$ cat src/rtl/core/hsv_to_rgb_converter_core_assert.svh
// assertion helpers used by the converter core rtl
`ifndef HSV_TO_RGB_CONVERTER_CORE_ASSERT_SVH
`define HSV_TO_RGB_CONVERTER_CORE_ASSERT_SVH

// antecedent and consequent in the same cycle
`define HSV2RGB_ASSERT_SAME(label, clk, rstn, ante, cons, msg) \
    label: assert property (@(posedge clk) disable iff (!(rstn)) (ante) |-> (cons)) \
        else $error(msg);

// consequent in the cycle after the antecedent
`define HSV2RGB_ASSERT_NEXT(label, clk, rstn, ante, cons, msg) \
    label: assert property (@(posedge clk) disable iff (!(rstn)) (ante) |=> (cons)) \
        else $error(msg);

`endif

$ cat src/rtl/core/hsv2rgb_pkg.sv
`timescale 1ns / 1ps

package hsv2rgb_pkg;

    localparam int HUE_STEPS_DEFAULT = 16;
    localparam int DEG_PER_SECTOR    = 60;

    localparam int HUE_W  = 13;
    localparam int FRAC_W = 9;
    localparam int CH_W   = 8;

    localparam int FRAC_ONE = 256;
    localparam int CH_MAX   = 255;

    localparam int S_TDATA_W = 32;
    localparam int M_TDATA_W = 24;

    localparam int SECTOR_W = 3;
    localparam logic [SECTOR_W-1:0] SECTOR_RED_YEL = 3'd0;
    localparam logic [SECTOR_W-1:0] SECTOR_YEL_GRN = 3'd1;
    localparam logic [SECTOR_W-1:0] SECTOR_GRN_CYN = 3'd2;
    localparam logic [SECTOR_W-1:0] SECTOR_CYN_BLU = 3'd3;
    localparam logic [SECTOR_W-1:0] SECTOR_BLU_MAG = 3'd4;
    localparam logic [SECTOR_W-1:0] SECTOR_MAG_RED = 3'd5;
    localparam int SECTOR_COUNT = 6;

    typedef logic [CH_W-1:0] chan_t;

    typedef struct packed {
        logic [SECTOR_W-1:0] sector;
        chan_t               cv;
        chan_t               cp;
    } late_side_t;

    function automatic chan_t sat_byte10(input logic [9:0] x);
        return (x > 10'(CH_MAX)) ? chan_t'(CH_MAX) : x[CH_W-1:0];
    endfunction

endpackage

$ cat src/rtl/core/hsv2rgb_cdiv.sv
`timescale 1ns / 1ps

// two-stage divide by a constant: reciprocal multiply, then one correction step
module hsv2rgb_cdiv
    import hsv2rgb_pkg::*;
#(
    parameter int XW  = HUE_W,
    parameter int DIV = DEG_PER_SECTOR * HUE_STEPS_DEFAULT,
    localparam int QRAW = $clog2((2 ** XW - 1) / DIV + 1),
    localparam int QW   = (QRAW > 0) ? QRAW : 1,
    localparam int RW   = $clog2(DIV + 1)
) (
    input  logic          aclk,
    input  logic          ce,
    input  logic [XW-1:0] x,
    output logic [QW-1:0] q,
    output logic [RW-1:0] r
);

    localparam int SH  = XW;
    localparam int MW  = XW + 1;
    localparam int PW  = XW + MW;
    localparam int RW2 = $clog2(2 * DIV + 1);
    localparam logic [MW-1:0] RECIP = MW'((64'd1 << SH) / DIV);

    logic [PW-1:0]  prod_reg, prod_next;
    logic [XW-1:0]  x_reg;
    logic [QW-1:0]  q_reg, q_next, q_est;
    logic [RW-1:0]  r_reg, r_next;
    logic [RW2-1:0] rem_est;
    logic           fix;

    assign prod_next = PW'(x) * PW'(RECIP);

    // estimate is exact or one short
    assign q_est   = prod_reg[SH +: QW];
    assign rem_est = RW2'(x_reg - XW'(q_est * DIV));
    assign fix     = (rem_est >= RW2'(DIV));
    assign q_next  = fix ? (q_est + QW'(1)) : q_est;
    assign r_next  = fix ? RW'(rem_est - RW2'(DIV)) : RW'(rem_est);

    always_ff @(posedge aclk) begin
        if (ce) begin
            prod_reg <= prod_next;
            x_reg    <= x;
            q_reg    <= q_next;
            r_reg    <= r_next;
        end
    end

    assign q = q_reg;
    assign r = r_reg;

endmodule

$ cat src/rtl/core/hsv2rgb_delay.sv
`timescale 1ns / 1ps

// payload delay line that advances with the pipeline enable
module hsv2rgb_delay
    import hsv2rgb_pkg::*;
#(
    parameter int W = CH_W,
    parameter int N = 2
) (
    input  logic         aclk,
    input  logic         ce,
    input  logic [W-1:0] din,
    output logic [W-1:0] dout
);

    logic [W-1:0] tap_reg [N];

    always_ff @(posedge aclk) begin
        if (ce) begin
            tap_reg[0] <= din;
            for (int i = 1; i < N; i++) begin
                tap_reg[i] <= tap_reg[i-1];
            end
        end
    end

    assign dout = tap_reg[N-1];

endmodule

$ cat src/rtl/core/hsv_to_rgb_converter_core.sv
`timescale 1ns / 1ps
// hsv to rgb pixel converter, one pixel per clock while the output is not stalled
//
// input stream s_*: one colour per transaction, hue in s_tdata[12:0]
// (1/HUE_STEPS_PER_DEGREE degree, a full turn wraps to zero), saturation in
// [21:13] and value in [30:22], both with 256 meaning 1.0. output stream m_*
// carries red, green and blue bytes in m_tdata[7:0], [15:8] and [23:16].
// the sustained rate is one transaction per cycle while the output is not
// stalled. the path holds pipelined constant dividers for the hue sector
// (hue / span, then mod 6), the p/q/t multipliers, two more constant dividers
// for q and t and the output register.
// the whole pipeline shares one enable: while m_tvalid is high and m_tready
// is low every stage holds and s_tready is low, so nothing is lost or
// repeated. reset (aresetn low, synchronous) empties the pipeline and drops
// m_tvalid; s_tready stays low during reset; data registers are not cleared.
`include "hsv_to_rgb_converter_core_assert.svh"

module hsv_to_rgb_converter_core
    import hsv2rgb_pkg::*;
#(
    parameter int HUE_STEPS_PER_DEGREE = HUE_STEPS_DEFAULT
) (
    input  logic                 aclk,
    input  logic                 aresetn,
    input  logic                 s_tvalid,
    output logic                 s_tready,
    input  logic [S_TDATA_W-1:0] s_tdata,   // hue[12:0], saturation[21:13], brightness[30:22]
    output logic                 m_tvalid,
    input  logic                 m_tready,
    output logic [M_TDATA_W-1:0] m_tdata    // red[7:0], green[15:8], blue[23:16]
);

    localparam int SPAN     = DEG_PER_SECTOR * HUE_STEPS_PER_DEGREE;
    localparam int RW       = $clog2(SPAN + 1);
    localparam int QHRAW    = $clog2((2 ** HUE_W - 1) / SPAN + 1);
    localparam int QHW      = (QHRAW > 0) ? QHRAW : 1;
    localparam int NUMW     = $clog2(FRAC_ONE * SPAN + 1);
    localparam int XQW      = NUMW + 1;
    localparam int XPW      = FRAC_W + NUMW;
    localparam int QQRAW    = $clog2((2 ** XQW - 1) / SPAN + 1);
    localparam int QQW      = (QQRAW > 0) ? QQRAW : 1;
    localparam int PPW      = 2 * FRAC_W;
    localparam int VLD_N    = 7;
    localparam logic [NUMW-1:0] NUM_FULL = NUMW'(FRAC_ONE * SPAN);

    logic ce;
    logic [VLD_N-1:0] vld_reg, vld_next;
    logic m_tvalid_reg, m_tvalid_next;

    logic [HUE_W-1:0]  hue0;
    logic [FRAC_W-1:0] sat0, sat_c0, val0;
    logic [FRAC_W-1:0] sat2, val2;
    logic [QHW-1:0]    qh2;
    logic [RW-1:0]     rh2;

    logic [NUMW-1:0]   sr3_reg, sdr3_reg;
    logic [PPW-1:0]    pp3_reg;
    logic [FRAC_W-1:0] val3_reg, val4_reg;
    logic [NUMW-1:0]   numq4_reg, numt4_reg;
    chan_t             cp4_reg;
    logic [XPW-1:0]    xq_full, xt_full;
    logic [XQW-1:0]    xq5_reg, xt5_reg;

    logic [SECTOR_W-1:0] sector4;
    late_side_t        side4, side7;
    logic [QQW-1:0]    qq7, qt7;
    logic [RW-1:0]     rq7_unused, rt7_unused;
    chan_t             cq7, ct7;

    chan_t red_next, green_next, blue_next;
    logic [M_TDATA_W-1:0] m_tdata_reg;

    // one enable for the whole pipeline: move unless the output is blocked
    assign ce       = !m_tvalid_reg || m_tready;
    assign s_tready = ce && aresetn;

    assign hue0   = s_tdata[HUE_W-1:0];
    assign sat0   = s_tdata[HUE_W +: FRAC_W];
    assign val0   = s_tdata[HUE_W + FRAC_W +: FRAC_W];
    assign sat_c0 = (sat0 > FRAC_W'(FRAC_ONE)) ? FRAC_W'(FRAC_ONE) : sat0;

    // hue / span: quotient counts sectors, remainder is the position in it
    hsv2rgb_cdiv #(.XW(HUE_W), .DIV(SPAN)) u_div_hue (
        .aclk (aclk),
        .ce   (ce),
        .x    (hue0),
        .q    (qh2),
        .r    (rh2)
    );

    hsv2rgb_delay #(.W(2 * FRAC_W), .N(2)) u_dly_sv (
        .aclk (aclk),
        .ce   (ce),
        .din  ({sat_c0, val0}),
        .dout ({sat2, val2})
    );

    // sector count mod 6 folds whole turns away
    hsv2rgb_cdiv #(.XW(QHW), .DIV(SECTOR_COUNT)) u_div_sec (
        .aclk (aclk),
        .ce   (ce),
        .x    (qh2),
        .q    (),
        .r    (sector4)
    );

    always_ff @(posedge aclk) begin
        if (ce) begin
            sr3_reg   <= NUMW'(sat2 * rh2);
            sdr3_reg  <= NUMW'(sat2 * (RW'(SPAN) - rh2));
            pp3_reg   <= PPW'(val2 * (FRAC_W'(FRAC_ONE) - sat2));
            val3_reg  <= val2;
            numq4_reg <= NUM_FULL - sr3_reg;
            numt4_reg <= NUM_FULL - sdr3_reg;
            cp4_reg   <= sat_byte10(pp3_reg[PPW-1:FRAC_W-1]);
            val4_reg  <= val3_reg;
            xq5_reg   <= xq_full[XPW-1:FRAC_W-1];
            xt5_reg   <= xt_full[XPW-1:FRAC_W-1];
        end
    end

    assign xq_full = XPW'(val4_reg) * XPW'(numq4_reg);
    assign xt_full = XPW'(val4_reg) * XPW'(numt4_reg);

    assign side4.sector = sector4;
    assign side4.cv     = sat_byte10({1'b0, val4_reg});
    assign side4.cp     = cp4_reg;

    hsv2rgb_delay #(.W($bits(late_side_t)), .N(3)) u_dly_side (
        .aclk (aclk),
        .ce   (ce),
        .din  (side4),
        .dout (side7)
    );

    hsv2rgb_cdiv #(.XW(XQW), .DIV(SPAN)) u_div_q (
        .aclk (aclk),
        .ce   (ce),
        .x    (xq5_reg),
        .q    (qq7),
        .r    (rq7_unused)
    );

    hsv2rgb_cdiv #(.XW(XQW), .DIV(SPAN)) u_div_t (
        .aclk (aclk),
        .ce   (ce),
        .x    (xt5_reg),
        .q    (qt7),
        .r    (rt7_unused)
    );

    assign cq7 = (qq7 > QQW'(CH_MAX)) ? chan_t'(CH_MAX) : qq7[CH_W-1:0];
    assign ct7 = (qt7 > QQW'(CH_MAX)) ? chan_t'(CH_MAX) : qt7[CH_W-1:0];

    always_comb begin
        case (side7.sector)
            SECTOR_RED_YEL: begin
                red_next = side7.cv; green_next = ct7;      blue_next = side7.cp;
            end
            SECTOR_YEL_GRN: begin
                red_next = cq7;      green_next = side7.cv; blue_next = side7.cp;
            end
            SECTOR_GRN_CYN: begin
                red_next = side7.cp; green_next = side7.cv; blue_next = ct7;
            end
            SECTOR_CYN_BLU: begin
                red_next = side7.cp; green_next = cq7;      blue_next = side7.cv;
            end
            SECTOR_BLU_MAG: begin
                red_next = ct7;      green_next = side7.cp; blue_next = side7.cv;
            end
            default: begin
                red_next = side7.cv; green_next = side7.cp; blue_next = cq7;
            end
        endcase
    end

    assign vld_next      = {vld_reg[VLD_N-2:0], s_tvalid};
    assign m_tvalid_next = vld_reg[VLD_N-1];

    always_ff @(posedge aclk) begin
        if (!aresetn) begin
            vld_reg      <= '0;
            m_tvalid_reg <= 1'b0;
        end else if (ce) begin
            vld_reg      <= vld_next;
            m_tvalid_reg <= m_tvalid_next;
        end
    end

    always_ff @(posedge aclk) begin
        if (ce) begin
            m_tdata_reg <= {blue_next, green_next, red_next};
        end
    end

    assign m_tvalid = m_tvalid_reg;
    assign m_tdata  = m_tdata_reg;

    // p is the smallest and v the largest of the channel candidates
    `HSV2RGB_ASSERT_SAME(a_p_is_min, aclk, aresetn, vld_reg[VLD_N-1],
        (side7.cp <= cq7) && (side7.cp <= ct7), "p above q or t")
    `HSV2RGB_ASSERT_SAME(a_v_is_max, aclk, aresetn, vld_reg[VLD_N-1],
        (side7.cv >= cq7) && (side7.cv >= ct7), "v below q or t")
    `HSV2RGB_ASSERT_NEXT(a_stall_holds, aclk, aresetn, m_tvalid && !m_tready,
        $stable(vld_reg), "pipeline moved during output stall")
    `HSV2RGB_ASSERT_NEXT(a_accept_enters, aclk, aresetn, s_tvalid && s_tready,
        vld_reg[0], "accepted transaction missing from first stage")

endmodule

$ cat config.mk
export PLATFORM = sky130hd
export DESIGN_NAME = hsv_to_rgb_converter_core
export DESIGN_NICKNAME = d
export VERILOG_FILES = /design/src/rtl/core/hsv2rgb_pkg.sv /design/src/rtl/core/hsv2rgb_cdiv.sv /design/src/rtl/core/hsv2rgb_delay.sv /design/src/rtl/core/hsv_to_rgb_converter_core.sv
export VERILOG_INCLUDE_DIRS = /design/src /design/src/rtl/core
export SDC_FILE = /design/constraint.sdc
export NUM_CORES = 2
export LEC_CHECK = 0
export BUFFER_PORTS_ARGS = -buffer_cell sky130_fd_sc_hd__clkbuf_2
export CAP_MARGIN = 20
export CORE_AREA = 5 5 331 333
export CTS_CLUSTER_DIAMETER = 200
export CTS_CLUSTER_SIZE = 28
export DETAILED_ROUTE_END_ITERATION = 6
export DIE_AREA = 0 0 336 338
export GPL_TIMING_DRIVEN = 0
export SLEW_MARGIN = 20
export SYNTH_ARGS = -nofsm -noshare
export SYNTH_HDL_FRONTEND = slang
export SYNTH_HIERARCHICAL = 1
export SYNTH_SLANG_ARGS = --single-unit
$ cat constraint.sdc
create_clock -name aclk -period 22.6 [get_ports aclk]
set_input_delay 4.52 -clock aclk [delete_from_list [all_inputs] [get_ports aclk]]
set_output_delay 4.52 -clock aclk [all_outputs]
set_load 0.05 [all_outputs]
## After elaboration in Yosys (flattened, before gate mapping)

Memories as Yosys holds them, arrays and structs flattened.
Cells that the tools add are included.

| word-level totals | value |
|---|---|
| memories | 2 |
| memory bits (writable) | 93 |
| input bits | 36 |
| logic and storage cells | 86 |
| output and inout port bits | 26 |
| bits in registers | 318 |

| cells by class | value |
|---|---|
| $add $sub $neg | 13 |
| multipliers | 11 |
| eq/ne operators | 4 |
| mux-type cells | 14 |
| reduce and logical (&&, ||, !) cells | 8 |
| $lt $le $gt $ge | 9 |

Memory list:

| memory | words | bits a word | read ports | clocked after memory_dff | wr ports | RTL line | RTL |
|---|---|---|---|---|---|---|---|
| u_dly_side.tap_reg | 3 | 19 | 3 | 0 | 3 | hsv2rgb_delay.sv:16 | `logic [W-1:0] tap_reg [N];` |
| u_dly_sv.tap_reg | 2 | 18 | 2 | 0 | 2 | hsv2rgb_delay.sv:16 |  |

Operator list:

| operator | number |
|---|---|
| 8-bit one-hot mux with 3 select lines | 3 |
| 19-bit by 9-bit multiplier with 28-bit output, second input constant | 2 |
| 9-bit by 18-bit multiplier with 27-bit output | 2 |
| 18-bit subtractor, first input constant | 2 |
| 11-bit by 10-bit greater-or-equal comparator with 1-bit output, second input constant | 3 |
| 11-bit subtractor | 3 |
| 10-bit by 8-bit > comparator with 1-bit output, second input constant | 3 |
| 10-bit two-way mux | 3 |
| 8-bit two-way mux | 3 |
| 10-bit by 1-bit adder with 10-bit output, second input constant | 2 |
| 10-bit by 4-bit multiplier with 5-bit output, second input constant | 2 |
| 10-bit by 10-bit multiplier with 18-bit output | 1 |
| 10-bit by 11-bit multiplier with 18-bit output | 1 |
| 9-bit by 10-bit multiplier with 18-bit output | 1 |
| 10-bit by 10-bit subtractor with 11-bit output, first input constant | 1 |
| 10-bit subtractor, second input constant | 1 |
| 9-bit by 9-bit subtractor with 10-bit output, first input constant | 1 |
| 9-bit by 8-bit > comparator with 1-bit output, second input constant | 1 |
| 9-bit > comparator, second input constant | 1 |
| 9-bit two-way mux | 1 |
| 2-bit OR reduction | 4 |
| 3-bit by 2-bit equality test with 1-bit output, second input constant | 2 |
| 3-bit two-way mux | 2 |
| 3-bit by 4-bit multiplier with 5-bit output, second input constant | 1 |
| other kinds (12) | 13 |

## Depth between registers and ports, before layout

| logic depth | value |
|---|---|
| depth in word-level cells | 4 |
| mapped depth | 26 |

## By module

Netlist, hierarchy kept.

By module, submodules not included:

| module | cells an instance | instances | area an instance (µm²) |
|---|---|---|---|
| hsv_to_rgb_converter_core | 2625 | 1 | 25328.0 |
| hsv2rgb_cdiv at u_div_q ... | 281 | 2 | 3409.5 |
| hsv2rgb_delay at u_dly_side | 76 | 1 | 1854.3 |
| hsv2rgb_cdiv at u_div_hue | 83 | 1 | 1270.0 |
| hsv2rgb_delay at u_dly_sv | 54 | 1 | 1216.2 |
| hsv2rgb_cdiv at u_div_sec | 23 | 1 | 382.9 |

## Worst setup path before layout

No wires, ideal clock.

| timing path | value |
|---|---|
| kind | input to output |
| from | in m_tready |
| to | out s_tready |
| path slack | 3.177 ns |
| cell stages on the path | 4 |
| arrival | 14.903 ns |
| buffers on the path | 1 |
| required time | 18.080 ns |
| cells stage by stage | nor2b_1 > clkbuf_1 > clkinv_1 > and2_1 |

| between the ends | value |
|---|---|
| word-level cells in the longest chain between the ends | 2 |

Ends and longest elaborated chain:

| what | RTL line | RTL |
|---|---|---|
| start: declaration | hsv_to_rgb_converter_core.sv:29 | `input logic m_tready,` |
| 1-bit logical OR | hsv_to_rgb_converter_core.sv:74 | `assign ce = !m_tvalid_reg \|\| m_tready;` |
| net ce | hsv_to_rgb_converter_core.sv:46 | `logic ce;` |
| 1-bit logical AND | hsv_to_rgb_converter_core.sv:75 | `assign s_tready = ce && aresetn;` |
| end: declaration | hsv_to_rgb_converter_core.sv:26 | `output logic s_tready,` |

The timed path passes the listed nets, and every way through them passes these cells.

## Final worst setup path

Ends and elaborated chain as after synthesis.

==> reports/metrics.cfg <==
[clock_tree]
clk_latency_ns = 0.57
clockBufferDepth = 3
path_clk_slew_ns = 0.12
cts_resized = 0
cts_inserted_buffers = 17
cts_root_buffer = clkbuf_16
postCtsHoldBufs = 0
cts.sinks = 365
htree_levels = 1
cts_tree = yes
post-cts-setup-buffers = 0

[finish]
antennaDiodeCount = 0
final_core_utilization_pct = 36.4
design_area_mm2 = 0.0387
largest_reg_flops = 57
num-nets-final = 4312
fin_cells = 4876
drive_above_1_share_pct = 5.18
areaGrowthSynthToFinish_pct = 7.38

[route]
drt-pass1-iter-count = 5
drc_errors = 0
ant_nets = 0
vias = 22818
post_drt_via_cell_ratio = 4.68
wire_per_inst_um = 15.0
drt_iter0_drc = 1085
drt_wl_total_um = 73300

[timing]
clock_skew_ns = 0.0432
tightest_slew_ns = 0.966
slew_headroom_pct = 35.6
setup_tns_ns = 0
setup-violations-final = 0
hold_viol = 0
finalCriticalPeriod_ns = 10.60
fmax_mhz = 94.3
period_share_pct = 46.9
slew_viol_final = 0
rsz0062_at_grt = false

[worst_setup_path]
r2r-start = u_dly_sv/tap_reg[0][27]
critPathMostFrequentCell = clkbuf_2
cp_max_fo = 45
required_ns = 18.08
slowest_stage = clkinv_4
arrival_ns = 6.08
cp-start-kind = primary input
slowest_delay_ns = 0.46
path_cells = clkbuf_2, nor2b_1, clkbuf_1, clkinv_4, and2_1, clkbuf_2
r2r-end = pp3_reg[14]
r2r_cells = 23
cpLargestDelayFamily = buffers and inverters
criticalPathCategory = primary input to output pin
worstPathBufferInverterCount = 4
cp-end-kind = output pin
reg2reg_slack_ns = 15.47

[floorplanning]
die_x_um = 336
start_util_pct = 33.9
core_area_mm2 = 0.106
die_h_um = 338
die_area_mm2 = 0.114
std_cell_rows = 120
boundaryPins = 62

[placement]
dpl.cell_count = 4851
post_dp_cell_area_mm2 = 0.0382
dp_hpwl_um = 58600
port_buffers = 60
gp_congestion = 0.872

[grt]
grt_pass1_wl_um = 123000
antenna_found_initial = 1
grt_usage_pct = 13.2
grt_pass1_vias = 23587
grt_overflow_total = 0
grt_max_degree = 86

[hold_path]
hold_end = u_dly_side/tap_reg[0][3]
hold_class = register to register
holdPathStages = 0
holdCritStartpoint = cp4_reg[3]

[synthesis]
syn_area_mm2 = 0.0360
synthCells = 3384
synth-warning-count = 6
post_synth.cell_area_avg_um2 = 10.6
synth_nets = 4229

[outcome]
status = complete, no violations

[flow_run]
max-cap-violations = 0

[area by class of cell]
| cell class | count | area [µm²] |
|---|---|---|
| Inverter | 550 | 2070 |
| Timing Repair Buffer | 64 | 410 |
| Buffer | 157 | 759 |
| Clock buffer | 23 | 448 |
| Clock inverter | 2 | 38.8 |
| Sequential cell | 365 | 10900 |
| Tap cell | 1403 | 1760 |
| Multi-Input combinational cell | 2312 | 22300 |
| Fill cell | 10606 | 67600 |
[worst max-delay path by stage]
stage | startpoint | to | slack (ns) | cells past startpoint
after floorplan | m_tready | s_tready | 3.72 | 4
after global placement | m_tready | s_tready | -0.06 | 6
after detailed placement | m_tready | s_tready | 11.94 | 6
after CTS | m_tready | s_tready | 11.94 | 6
after global routing | m_tready | s_tready | 11.80 | 6
final | m_tready | s_tready | 12.00 | 6
[per-layer routing]
metal  share of wire (%)  vias to the layer above  global-route usage (%)
met2                  46                      439                    22.0
met3                 4.0                       93                    1.56
met5                   0                        -                       0
li1                    -                    11053                       -
met1                  47                    11233                    18.5
met4                 2.8                        0                    3.32
[stage by stage]
step           worst slack [ns]  hold slack [ns]
2_1_floorplan              3.72            0.400
3_3_place_gp            -0.0649            0.401
3_5_place_dp              11.94            0.405
4_1_cts                   11.94            0.406
5_1_grt                   11.80            0.433
6_report                  12.00            0.405
[cell usage in the layout (no fill, tap or decap), drive strengths merged, types with 19 or more instances in the layout]
master / n
or3: 22
xnor2: 102
or2: 19
ha: 367
nor4: 19
inv: 550
clkbuf: 188
nor3: 37
fa: 442
nor2b: 30
and2: 254
buf: 56
edfxtp: 357
a21oi: 102
nand3: 30
xor2: 71
nand2b: 21
nand2: 420
nor2: 112
o21ai: 47
Power is left out: the tool's default activity adds up to more than one toggle a clock period on the data nets, which glitch-free logic cannot reach.
